==> config.mk <==
export PLATFORM = sky130hd
export DESIGN_NAME = point_rotate_about_pivot
export DESIGN_NICKNAME = d
export VERILOG_FILES = /design/src/rtl/prap_pkg.sv /design/src/rtl/point_rotate_about_pivot.sv
export SDC_FILE = /design/constraint.sdc
export NUM_CORES = 2
export LEC_CHECK = 0
export ABC_AREA = 1
export CORE_ASPECT_RATIO = 0.6
export CORE_MARGIN = 2
export CORE_UTILIZATION = 61
export CTS_BUF_LIST = sky130_fd_sc_hd__clkbuf_8
export CTS_CLUSTER_DIAMETER = 120
export DETAILED_ROUTE_END_ITERATION = 8
export DONT_BUFFER_PORTS = 1
export PLACE_DENSITY = 0.91
export SLEW_MARGIN = 10
export SYNTH_ARGS = -nofsm -noshare
export SYNTH_HDL_FRONTEND = slang
export SYNTH_SLANG_ARGS = --single-unit
export TNS_END_PERCENT = 5
==> constraint.sdc <==
create_clock -name clk_i -period 9 [get_ports clk_i]
set_input_delay 2.7 -clock clk_i [delete_from_list [all_inputs] [get_ports clk_i]]
set_output_delay 2.7 -clock clk_i [all_outputs]
set_load 0.01 [all_outputs]
==> src/rtl/prap_pkg.sv <==
// Shared types, constants and the quarter-wave sine table for point rotation.
package prap_pkg;

  // Coordinate width, fixed by the request and result fields
  localparam int unsigned COORD_WIDTH = 16;

  // Quarter-wave table: round(sin(d) * 2^14) for d = 0..90
  localparam int unsigned TABLE_FRAC_BITS = 14;
  localparam int unsigned TABLE_ENTRY_W   = 15;
  localparam int unsigned TABLE_IDX_W     = 7;
  localparam int unsigned TABLE_LAST      = 90;

  // Angle reduction: bias the signed angle by a multiple of 360 so that it
  // becomes non-negative, then divide by 360 with a reciprocal multiply.
  localparam int unsigned DEG_QUARTER   = 90;
  localparam int unsigned DEG_HALF      = 180;
  localparam int unsigned DEG_3QUARTER  = 270;
  localparam int unsigned DEG_FULL      = 360;
  localparam int unsigned ANGLE_U_W     = COORD_WIDTH + 1;
  localparam int unsigned ANGLE_BIAS    = DEG_FULL * ((2 ** (COORD_WIDTH - 1)) / DEG_FULL + 1);
  localparam int unsigned RECIP_SHIFT   = 25;
  localparam int unsigned RECIP_MULT    = ((2 ** RECIP_SHIFT) + DEG_FULL - 1) / DEG_FULL;
  localparam int unsigned QUOT_W        = 8;
  localparam int unsigned RESID_W       = 9;

  typedef struct packed {
    logic signed [COORD_WIDTH-1:0] point_x;
    logic signed [COORD_WIDTH-1:0] point_y;
    logic signed [COORD_WIDTH-1:0] point_z;
    logic signed [COORD_WIDTH-1:0] pivot_x;
    logic signed [COORD_WIDTH-1:0] pivot_y;
    logic signed [COORD_WIDTH-1:0] angle_degrees;
  } prap_req_t;

  typedef struct packed {
    logic signed [COORD_WIDTH-1:0] rotated_x;
    logic signed [COORD_WIDTH-1:0] rotated_y;
    logic signed [COORD_WIDTH-1:0] rotated_z;
    logic                          saturated;
  } prap_rsp_t;

  localparam logic [TABLE_ENTRY_W-1:0] QUARTER_SINE [TABLE_LAST+1] = '{
        0,   286,   572,   857,  1143,  1428,  1713,  1997,  2280,  2563,
     2845,  3126,  3406,  3686,  3964,  4240,  4516,  4790,  5063,  5334,
     5604,  5872,  6138,  6402,  6664,  6924,  7182,  7438,  7692,  7943,
     8192,  8438,  8682,  8923,  9162,  9397,  9630,  9860, 10087, 10311,
    10531, 10749, 10963, 11174, 11381, 11585, 11786, 11982, 12176, 12365,
    12551, 12733, 12911, 13085, 13255, 13421, 13583, 13741, 13894, 14044,
    14189, 14330, 14466, 14598, 14726, 14849, 14968, 15082, 15191, 15296,
    15396, 15491, 15582, 15668, 15749, 15826, 15897, 15964, 16026, 16083,
    16135, 16182, 16225, 16262, 16294, 16322, 16344, 16362, 16374, 16382,
    16384
  };

  // Look up the quarter-wave sine; indexes past the last entry clamp to it
  function automatic logic [TABLE_ENTRY_W-1:0] quarter_sine(
    input logic [TABLE_IDX_W-1:0] idx
  );
    logic [TABLE_ENTRY_W-1:0] entry;
    if (idx > TABLE_IDX_W'(TABLE_LAST)) begin
      entry = QUARTER_SINE[TABLE_LAST];
    end else begin
      entry = QUARTER_SINE[idx];
    end
    return entry;
  endfunction

endpackage

==> src/rtl/point_rotate_about_pivot.sv <==
// Top level: eight-stage pipeline rotating a point about a pivot in the x-y plane.
//
//  Channel | Handshake                | Payload    | Direction
//  --------+--------------------------+------------+----------
//  request | in_valid_i / in_ready_o  | in_req_i   | in
//  result  | out_valid_o/ out_ready_i | out_rsp_o  | out
//
// One request per clock while the result channel is not stalled.
// Stages: angle quotient, angle residue, quadrant fold, table lookup,
// multiply, sum, truncate and add pivot, saturate.
// Reset clears the stage valid bits only; the data registers are not reset.
// A stage loads whenever it is empty or the stage after it moves, so bubbles
// close up under a stalled output and nothing is dropped or repeated.
module point_rotate_about_pivot
  import prap_pkg::*;
#(
  parameter int unsigned TRIG_FRACTION_BITS = 14
) (
  input  logic      clk_i,
  input  logic      rst_ni,
  input  logic      in_valid_i,
  output logic      in_ready_o,
  input  prap_req_t in_req_i,
  output logic      out_valid_o,
  input  logic      out_ready_i,
  output prap_rsp_t out_rsp_o
);

  localparam int unsigned NUM_STAGES = 8;
  localparam int unsigned MAG_W      = TRIG_FRACTION_BITS + 1;
  localparam int unsigned TRIG_W     = MAG_W + 1;
  localparam int unsigned DIFF_W     = COORD_WIDTH + 1;
  localparam int unsigned PROD_W     = DIFF_W + TRIG_W;
  localparam int unsigned SUM_W      = PROD_W + 1;
  localparam int unsigned RES_W      = SUM_W - TRIG_FRACTION_BITS;
  localparam int unsigned SHIFT_L    =
    (TRIG_FRACTION_BITS >= TABLE_FRAC_BITS) ? TRIG_FRACTION_BITS - TABLE_FRAC_BITS : 0;
  localparam int unsigned SHIFT_R    =
    (TRIG_FRACTION_BITS < TABLE_FRAC_BITS) ? TABLE_FRAC_BITS - TRIG_FRACTION_BITS : 0;
  localparam int unsigned ROUND_ADD  = (1 << SHIFT_R) >> 1;

  localparam logic [SUM_W-1:0] TRUNC_BIAS =
    {{(SUM_W-TRIG_FRACTION_BITS){1'b0}}, {TRIG_FRACTION_BITS{1'b1}}};
  localparam logic signed [RES_W-1:0] SAT_MAX =
    {{(RES_W-COORD_WIDTH+1){1'b0}}, {(COORD_WIDTH-1){1'b1}}};
  localparam logic signed [RES_W-1:0] SAT_MIN =
    {{(RES_W-COORD_WIDTH+1){1'b1}}, {(COORD_WIDTH-1){1'b0}}};

  typedef struct packed {
    logic                   neg;
    logic [TABLE_IDX_W-1:0] idx;
  } trig_sel_t;

  // Map an angle in 0..359 to a table index and sign by quadrant symmetry
  function automatic trig_sel_t fold_angle(input logic [RESID_W-1:0] a);
    trig_sel_t          sel;
    logic [RESID_W-1:0] idx_full;
    if (a <= RESID_W'(DEG_QUARTER)) begin
      idx_full = a;
      sel.neg  = 1'b0;
    end else if (a <= RESID_W'(DEG_HALF)) begin
      idx_full = RESID_W'(DEG_HALF) - a;
      sel.neg  = 1'b0;
    end else if (a <= RESID_W'(DEG_3QUARTER)) begin
      idx_full = a - RESID_W'(DEG_HALF);
      sel.neg  = 1'b1;
    end else begin
      idx_full = RESID_W'(DEG_FULL) - a;
      sel.neg  = 1'b1;
    end
    sel.idx = idx_full[TABLE_IDX_W-1:0];
    return sel;
  endfunction

  // Rescale a Q1.14 table entry to the working fraction width
  function automatic logic [MAG_W-1:0] scale_entry(input logic [TABLE_ENTRY_W-1:0] e);
    logic [31:0] w;
    w = ((32'(e) << SHIFT_L) + 32'(ROUND_ADD)) >> SHIFT_R;
    return w[MAG_W-1:0];
  endfunction

  // ---------------------------------------------------------------------------
  // Stage valid bits and flow control
  // ---------------------------------------------------------------------------
  logic [NUM_STAGES-1:0] vld_q, vld_d;
  logic [NUM_STAGES-1:0] adv;
  logic [NUM_STAGES-1:0] ld;

  // Let a stage load when it is empty or its successor moves
  always_comb begin
    adv[NUM_STAGES-1] = !vld_q[NUM_STAGES-1] || out_ready_i;
    for (int k = NUM_STAGES - 2; k >= 0; k--) begin
      adv[k] = !vld_q[k] || adv[k+1];
    end
  end

  // Advance valid bits with the data
  always_comb begin
    vld_d = vld_q;
    ld    = '0;
    if (adv[0]) begin
      vld_d[0] = in_valid_i;
      ld[0]    = in_valid_i;
    end
    for (int k = 1; k < NUM_STAGES; k++) begin
      if (adv[k]) begin
        vld_d[k] = vld_q[k-1];
        ld[k]    = vld_q[k-1];
      end
    end
  end

  always_ff @(posedge clk_i or negedge rst_ni) begin
    if (!rst_ni) begin
      vld_q <= '0;
    end else begin
      vld_q <= vld_d;
    end
  end

  assign in_ready_o = adv[0];

  // ---------------------------------------------------------------------------
  // Datapath registers
  // ---------------------------------------------------------------------------
  logic        [ANGLE_U_W-1:0]   s0_ang_q;
  logic        [QUOT_W-1:0]      s0_quot_q;
  logic signed [DIFF_W-1:0]      s0_dx_q, s0_dy_q;
  logic signed [COORD_WIDTH-1:0] s0_vx_q, s0_vy_q, s0_pz_q;

  logic        [RESID_W-1:0]     s1_sin_ang_q, s1_cos_ang_q;
  logic signed [DIFF_W-1:0]      s1_dx_q, s1_dy_q;
  logic signed [COORD_WIDTH-1:0] s1_vx_q, s1_vy_q, s1_pz_q;

  trig_sel_t                     s2_sin_sel_q, s2_cos_sel_q;
  logic signed [DIFF_W-1:0]      s2_dx_q, s2_dy_q;
  logic signed [COORD_WIDTH-1:0] s2_vx_q, s2_vy_q, s2_pz_q;

  logic signed [TRIG_W-1:0]      s3_sin_q, s3_cos_q;
  logic signed [DIFF_W-1:0]      s3_dx_q, s3_dy_q;
  logic signed [COORD_WIDTH-1:0] s3_vx_q, s3_vy_q, s3_pz_q;

  logic signed [PROD_W-1:0]      s4_xc_q, s4_ys_q, s4_xs_q, s4_yc_q;
  logic signed [COORD_WIDTH-1:0] s4_vx_q, s4_vy_q, s4_pz_q;

  logic signed [SUM_W-1:0]       s5_sx_q, s5_sy_q;
  logic signed [COORD_WIDTH-1:0] s5_vx_q, s5_vy_q, s5_pz_q;

  logic signed [RES_W-1:0]       s6_rx_q, s6_ry_q;
  logic signed [COORD_WIDTH-1:0] s6_pz_q;

  prap_rsp_t                     s7_rsp_q;

  // Stage 0: bias the angle, take its quotient by 360, form pivot offsets
  logic signed [ANGLE_U_W-1:0]   s0_ang_sum;
  logic        [ANGLE_U_W-1:0]   s0_ang_d;
  logic        [2*ANGLE_U_W-1:0] s0_recip_prod;
  logic        [QUOT_W-1:0]      s0_quot_d;
  logic signed [DIFF_W-1:0]      s0_dx_d, s0_dy_d;

  always_comb begin
    s0_ang_sum    = ANGLE_U_W'(in_req_i.angle_degrees) +
                    signed'(ANGLE_U_W'(ANGLE_BIAS));
    s0_ang_d      = unsigned'(s0_ang_sum);
    s0_recip_prod = (2*ANGLE_U_W)'(s0_ang_d) * (2*ANGLE_U_W)'(RECIP_MULT);
    s0_quot_d     = s0_recip_prod[RECIP_SHIFT +: QUOT_W];
    s0_dx_d       = DIFF_W'(in_req_i.point_x) - DIFF_W'(in_req_i.pivot_x);
    s0_dy_d       = DIFF_W'(in_req_i.point_y) - DIFF_W'(in_req_i.pivot_y);
  end

  // Stage 1: residue modulo 360 for sine, and the cosine angle 90 ahead
  logic [ANGLE_U_W-1:0] s1_resid_full;
  logic [RESID_W-1:0]   s1_sin_ang_d, s1_cos_ang_d;

  always_comb begin
    s1_resid_full = s0_ang_q - ANGLE_U_W'(s0_quot_q) * ANGLE_U_W'(DEG_FULL);
    s1_sin_ang_d  = s1_resid_full[RESID_W-1:0];
    if (s1_sin_ang_d >= RESID_W'(DEG_3QUARTER)) begin
      s1_cos_ang_d = s1_sin_ang_d - RESID_W'(DEG_3QUARTER);
    end else begin
      s1_cos_ang_d = s1_sin_ang_d + RESID_W'(DEG_QUARTER);
    end
  end

  // Stage 3: table lookup, rescale, apply quadrant sign
  logic [MAG_W-1:0]         s3_sin_mag, s3_cos_mag;
  logic signed [TRIG_W-1:0] s3_sin_d, s3_cos_d;

  always_comb begin
    s3_sin_mag = scale_entry(quarter_sine(s2_sin_sel_q.idx));
    s3_cos_mag = scale_entry(quarter_sine(s2_cos_sel_q.idx));
    s3_sin_d   = s2_sin_sel_q.neg ? -signed'({1'b0, s3_sin_mag}) : signed'({1'b0, s3_sin_mag});
    s3_cos_d   = s2_cos_sel_q.neg ? -signed'({1'b0, s3_cos_mag}) : signed'({1'b0, s3_cos_mag});
  end

  // Stage 6: truncate toward zero, then add the pivot back
  logic signed [SUM_W-1:0] s6_bx, s6_by;
  logic signed [RES_W-1:0] s6_rx_d, s6_ry_d;

  always_comb begin
    s6_bx   = s5_sx_q + signed'(s5_sx_q[SUM_W-1] ? TRUNC_BIAS : '0);
    s6_by   = s5_sy_q + signed'(s5_sy_q[SUM_W-1] ? TRUNC_BIAS : '0);
    s6_rx_d = signed'(s6_bx[SUM_W-1:TRIG_FRACTION_BITS]) + RES_W'(s5_vx_q);
    s6_ry_d = signed'(s6_by[SUM_W-1:TRIG_FRACTION_BITS]) + RES_W'(s5_vy_q);
  end

  // Stage 7: clip to the coordinate range
  prap_rsp_t s7_rsp_d;
  logic      s7_clip_x, s7_clip_y;

  always_comb begin
    s7_clip_x = 1'b1;
    s7_clip_y = 1'b1;
    priority if (s6_rx_q > SAT_MAX) begin
      s7_rsp_d.rotated_x = {1'b0, {(COORD_WIDTH-1){1'b1}}};
    end else if (s6_rx_q < SAT_MIN) begin
      s7_rsp_d.rotated_x = {1'b1, {(COORD_WIDTH-1){1'b0}}};
    end else begin
      s7_rsp_d.rotated_x = s6_rx_q[COORD_WIDTH-1:0];
      s7_clip_x          = 1'b0;
    end
    priority if (s6_ry_q > SAT_MAX) begin
      s7_rsp_d.rotated_y = {1'b0, {(COORD_WIDTH-1){1'b1}}};
    end else if (s6_ry_q < SAT_MIN) begin
      s7_rsp_d.rotated_y = {1'b1, {(COORD_WIDTH-1){1'b0}}};
    end else begin
      s7_rsp_d.rotated_y = s6_ry_q[COORD_WIDTH-1:0];
      s7_clip_y          = 1'b0;
    end
    s7_rsp_d.rotated_z = s6_pz_q;
    s7_rsp_d.saturated = s7_clip_x || s7_clip_y;
  end

  // Load each stage when it takes a request from upstream
  always_ff @(posedge clk_i) begin
    if (ld[0]) begin
      s0_ang_q  <= s0_ang_d;
      s0_quot_q <= s0_quot_d;
      s0_dx_q   <= s0_dx_d;
      s0_dy_q   <= s0_dy_d;
      s0_vx_q   <= in_req_i.pivot_x;
      s0_vy_q   <= in_req_i.pivot_y;
      s0_pz_q   <= in_req_i.point_z;
    end
    if (ld[1]) begin
      s1_sin_ang_q <= s1_sin_ang_d;
      s1_cos_ang_q <= s1_cos_ang_d;
      s1_dx_q      <= s0_dx_q;
      s1_dy_q      <= s0_dy_q;
      s1_vx_q      <= s0_vx_q;
      s1_vy_q      <= s0_vy_q;
      s1_pz_q      <= s0_pz_q;
    end
    if (ld[2]) begin
      s2_sin_sel_q <= fold_angle(s1_sin_ang_q);
      s2_cos_sel_q <= fold_angle(s1_cos_ang_q);
      s2_dx_q      <= s1_dx_q;
      s2_dy_q      <= s1_dy_q;
      s2_vx_q      <= s1_vx_q;
      s2_vy_q      <= s1_vy_q;
      s2_pz_q      <= s1_pz_q;
    end
    if (ld[3]) begin
      s3_sin_q <= s3_sin_d;
      s3_cos_q <= s3_cos_d;
      s3_dx_q  <= s2_dx_q;
      s3_dy_q  <= s2_dy_q;
      s3_vx_q  <= s2_vx_q;
      s3_vy_q  <= s2_vy_q;
      s3_pz_q  <= s2_pz_q;
    end
    if (ld[4]) begin
      s4_xc_q <= PROD_W'(s3_dx_q) * PROD_W'(s3_cos_q);
      s4_ys_q <= PROD_W'(s3_dy_q) * PROD_W'(s3_sin_q);
      s4_xs_q <= PROD_W'(s3_dx_q) * PROD_W'(s3_sin_q);
      s4_yc_q <= PROD_W'(s3_dy_q) * PROD_W'(s3_cos_q);
      s4_vx_q <= s3_vx_q;
      s4_vy_q <= s3_vy_q;
      s4_pz_q <= s3_pz_q;
    end
    if (ld[5]) begin
      s5_sx_q <= SUM_W'(s4_xc_q) - SUM_W'(s4_ys_q);
      s5_sy_q <= SUM_W'(s4_xs_q) + SUM_W'(s4_yc_q);
      s5_vx_q <= s4_vx_q;
      s5_vy_q <= s4_vy_q;
      s5_pz_q <= s4_pz_q;
    end
    if (ld[6]) begin
      s6_rx_q <= s6_rx_d;
      s6_ry_q <= s6_ry_d;
      s6_pz_q <= s5_pz_q;
    end
    if (ld[7]) begin
      s7_rsp_q <= s7_rsp_d;
    end
  end

  assign out_valid_o = vld_q[NUM_STAGES-1];
  assign out_rsp_o   = s7_rsp_q;

endmodule

==> results.sh <==
export IMPL_synth_most_common_cell="inv_1"
export IMPL_wl_met3_um=36270
export IMPL_wl_met2_um=98190
export IMPL_synth_area_leaders="edfxtp_1 (28%), fa_1 (28%), inv_1 (10%), ha_1 (9.5%), nand2_1 (8.9%)"
export IMPL_synthSimpleGateAreaFrac_pct=13.58
export IMPL_die_area_mm2=0.1458
export IMPL_drive_above_1_share_pct=3.535
export IMPL_clock_latency_ns=0.89
export IMPL_crit_fanout=7
export IMPL_htreeDepth=3
export IMPL_io_buffers=0
export IMPL_hold_path_depth=0
export IMPL_fin_skew_ns=0.05137
export IMPL_ys_async_sr_fraction_pct=0.9804
export IMPL_drv_slew=0
export IMPL_drt_pass1_iter_count=9
export IMPL_path_cells="inv_1 > ha_1 > o21ai_0 > nand3_1 > nor2_1 > nand2_1 > nor3_1 > xor2_1 > inv_1 > ha_1 > inv_1 > fa_1 > fa_1 > inv_1 > fa_1 > ha_1 > ha_1 > ha_1 > nand2_1 > nor4_1 > nand3_1 > o21ai_0 > xor2_1"
export IMPL_syn_nets=11520
export IMPL_synth_seq_cells=816
export IMPL_cts_made_buffers=120
export IMPL_root_buffer="clkbuf_8"
export IMPL_synthTopCellsByCount="inv_1 (2,394), nand2_1 (2,059), fa_1 (1,199)"
export IMPL_io_pins=151
export IMPL_rsz0062_at_grt="false"
export IMPL_hold_violations=0
export IMPL_cts_hold_buf=0
export IMPL_postLayoutSetupSlackWorst_ns=1.096
export IMPL_fp_dieW_um=491.7
export IMPL_syn_inst=9559
export IMPL_fin_crit_ns=7.904
export IMPL_reg2regPathDepth=24
export IMPL_cts_buffer_depth=3
export IMPL_required_ns=9.60
export IMPL_worstPathArrival_ns=8.50
export IMPL_synth_fa_ha_area_share_pct=37.09
export IMPL_max_slew_margin_pct=4.898
export IMPL_cts_num_sinks=816
export IMPL_crit_type="in -> reg"
export IMPL_cts_resized=0
export IMPL_clk_pin_slew_ns=0.07
export IMPL_worstSetupEndpointType="flop"
export IMPL_fmax_ghz=0.1265
export IMPL_grt_pass1_wl_um=375700
export IMPL_start_util_pct=61.40
export IMPL_viasPerCell=5.771
export IMPL_rows=107
export IMPL_maxCapViolCount=0
export IMPL_slowest_stage="fa_1"
export IMPL_synth_compound_area_share_pct=5.771
export IMPL_grt_use_total_pct=33.36
export IMPL_violations="DRC"
export IMPL_finalNonFillerCells=11500
export IMPL_synth_edf_count=808
export IMPL_wl_um=239200
export IMPL_nets=11460
export IMPL_drtIter0Drc=8388
export IMPL_ys_flop_type="edfxtp_1"
export IMPL_ys_seq_area_share_pct=28.10
export IMPL_dpl_worst_slack_ns=0.3167
export IMPL_dpl_cell_count=11280
export IMPL_yosys_area_top_type="edfxtp_1"
export IMPL_syn_area_mm2=0.08705
export IMPL_synth_cell_types=62
export IMPL_setup_tns_ns=0
export IMPL_wl_met1_um=96710
export IMPL_syn_avg_cell_area_um2=9.106
export IMPL_die_h_um=296.6
export IMPL_tightest_slew_ns=1.427
export IMPL_setup_viol=0
export IMPL_wl_per_cell_um=20.79
export IMPL_critPathMaxStageDelay_ns=0.51
export IMPL_fin_hold_ws_ns=0.4009
export IMPL_drc=11
export IMPL_post_cts_setup_buffers=0
export IMPL_core_area_mm2=0.1418
export IMPL_grt_pass1_vias=68010
export IMPL_post_dp_hpwl_um=189000
export IMPL_status="finished with violations"
export IMPL_highest_layer="met5"
export IMPL_cp_start_kind="primary input"
export IMPL_antenna_found_initial=12
export IMPL_synth_xor_xnor_area_share_pct=3.581
export IMPL_synthMuxAreaShare_pct=0.02300
export IMPL_cts_tree="built"
export IMPL_min_period_over_period_pct=87.82
export IMPL_synth_top_family_by_area="adder cells"
export IMPL_ant_nets=0
export IMPL_gp_congestion=1.005
export IMPL_yosys_warnings=0
export IMPL_overflow=0
export IMPL_via_count=66390
export IMPL_hold_path_class="reg -> reg"
export IMPL_area_growth_pct=4.924
export IMPL_netlist_area_leader_share_pct=27.87
export IMPL_cp_common_cell="ha_1"
export IMPL_grt_max_degree=67
[critical path, delay by kind of cell]
kind            cells  cell delay [ns]
compound gates      2             0.63
xor+xnor            2             0.33
fa+ha+maj           8             3.13
buf+inv             4             0.40
simple gates        7             1.31
[area by class of cell]
| type | count | area, µm² |
|---|---|---|
| repair buffers | 108 | 823.3 |
| diodes | 6 | 15.01 |
| multi-input cells | 6036 | 52320 |
| inverters | 2416 | 9081 |
| fillers | 10470 | 50440 |
| clock inverters | 94 | 580.6 |
| clock buffers | 121 | 1665 |
| well taps | 1907 | 2386 |
| flip-flops and latches | 816 | 24460 |
[metal layers]
metal  vias up  global-route usage (%)
met1     31950                   48.05
met3       761                   11.68
li1      29110                       -
met5         -                       0
met4        10                   10.39
met2      4558                   47.49
[cell families after synthesis]
logic type | after synthesis
AND/OR/NAND/NOR | 2925
buffers and inverters | 2707
adder cells (fa/ha/maj) | 1861
AO/OA/AOI/OAI | 893
flip-flops | 816
XOR/XNOR | 355
multiplexers | 2
[per-stage QoR]
step	cell area, µm²	util [%]
after floorplan	87050	-
after global placement	89070	62.82
after detailed placement	89070	62.82
after CTS	91310	64.40
after global routing	91320	64.41
final	91330	64.42
[sequential cells by signal, summed over array words and instances (netlist names), 17 cells and up]
signal / count
out_rsp_o: 49
s5_sx_q: 34
s5_sy_q: 34
s4_xc_q: 33
s4_xs_q: 33
s4_yc_q: 33
s4_ys_q: 33
s6_rx_q: 20
s6_ry_q: 20
s0_dx_q: 17
s0_dy_q: 17
s1_dx_q: 17
s1_dy_q: 17
s2_dx_q: 17
s2_dy_q: 17
s3_dx_q: 17
s3_dy_q: 17
[cells in the final DEF, fill, tap and decap left out, drive strengths merged, types with 7 or more instances in the layout]
cell type,instances
o211ai,26
xor2,240
clkinvlp,7
a21o,38
nand4,68
nor2,395
edfxtp,808
xnor2,115
inv,2447
o31ai,15
a21boi,15
clkbuf,121
nor4,17
nand3b,11
a31oi,27
a221oi,9
or2,8
o21a,11
nand2,2073
nand3,284
o21bai,35
o21ai,307
and2,8
nor3,53
a21oi,388
buf,108
ha,662
clkinv,51
dfrtp,8
fa,1199
[path summary, 6_finish.rpt]
path,start,endpoint,slack (ns)
min reg2reg,s1_vx_q[8]$_DFFE_PP_,s2_vx_q[8]$_DFFE_PP_,0.40
max reg2reg,s3_dx_q[7]$_DFFE_PP_,s4_xc_q[29]$_DFFE_PP_,1.51
max,in_req_i[5],s0_quot_q[2]$_DFFE_PP_,1.10
min in group asynchronous,rst_ni,vld_q[0]$_DFFE_PN0N_,1.51
max in group asynchronous,rst_ni,vld_q[6]$_DFFE_PN0P_,7.41
min,s1_vx_q[8]$_DFFE_PP_,s2_vx_q[8]$_DFFE_PP_,0.40
Power is left out: the tool's default activity adds up to more than one toggle a clock period on the data nets, which glitch-free logic cannot reach.
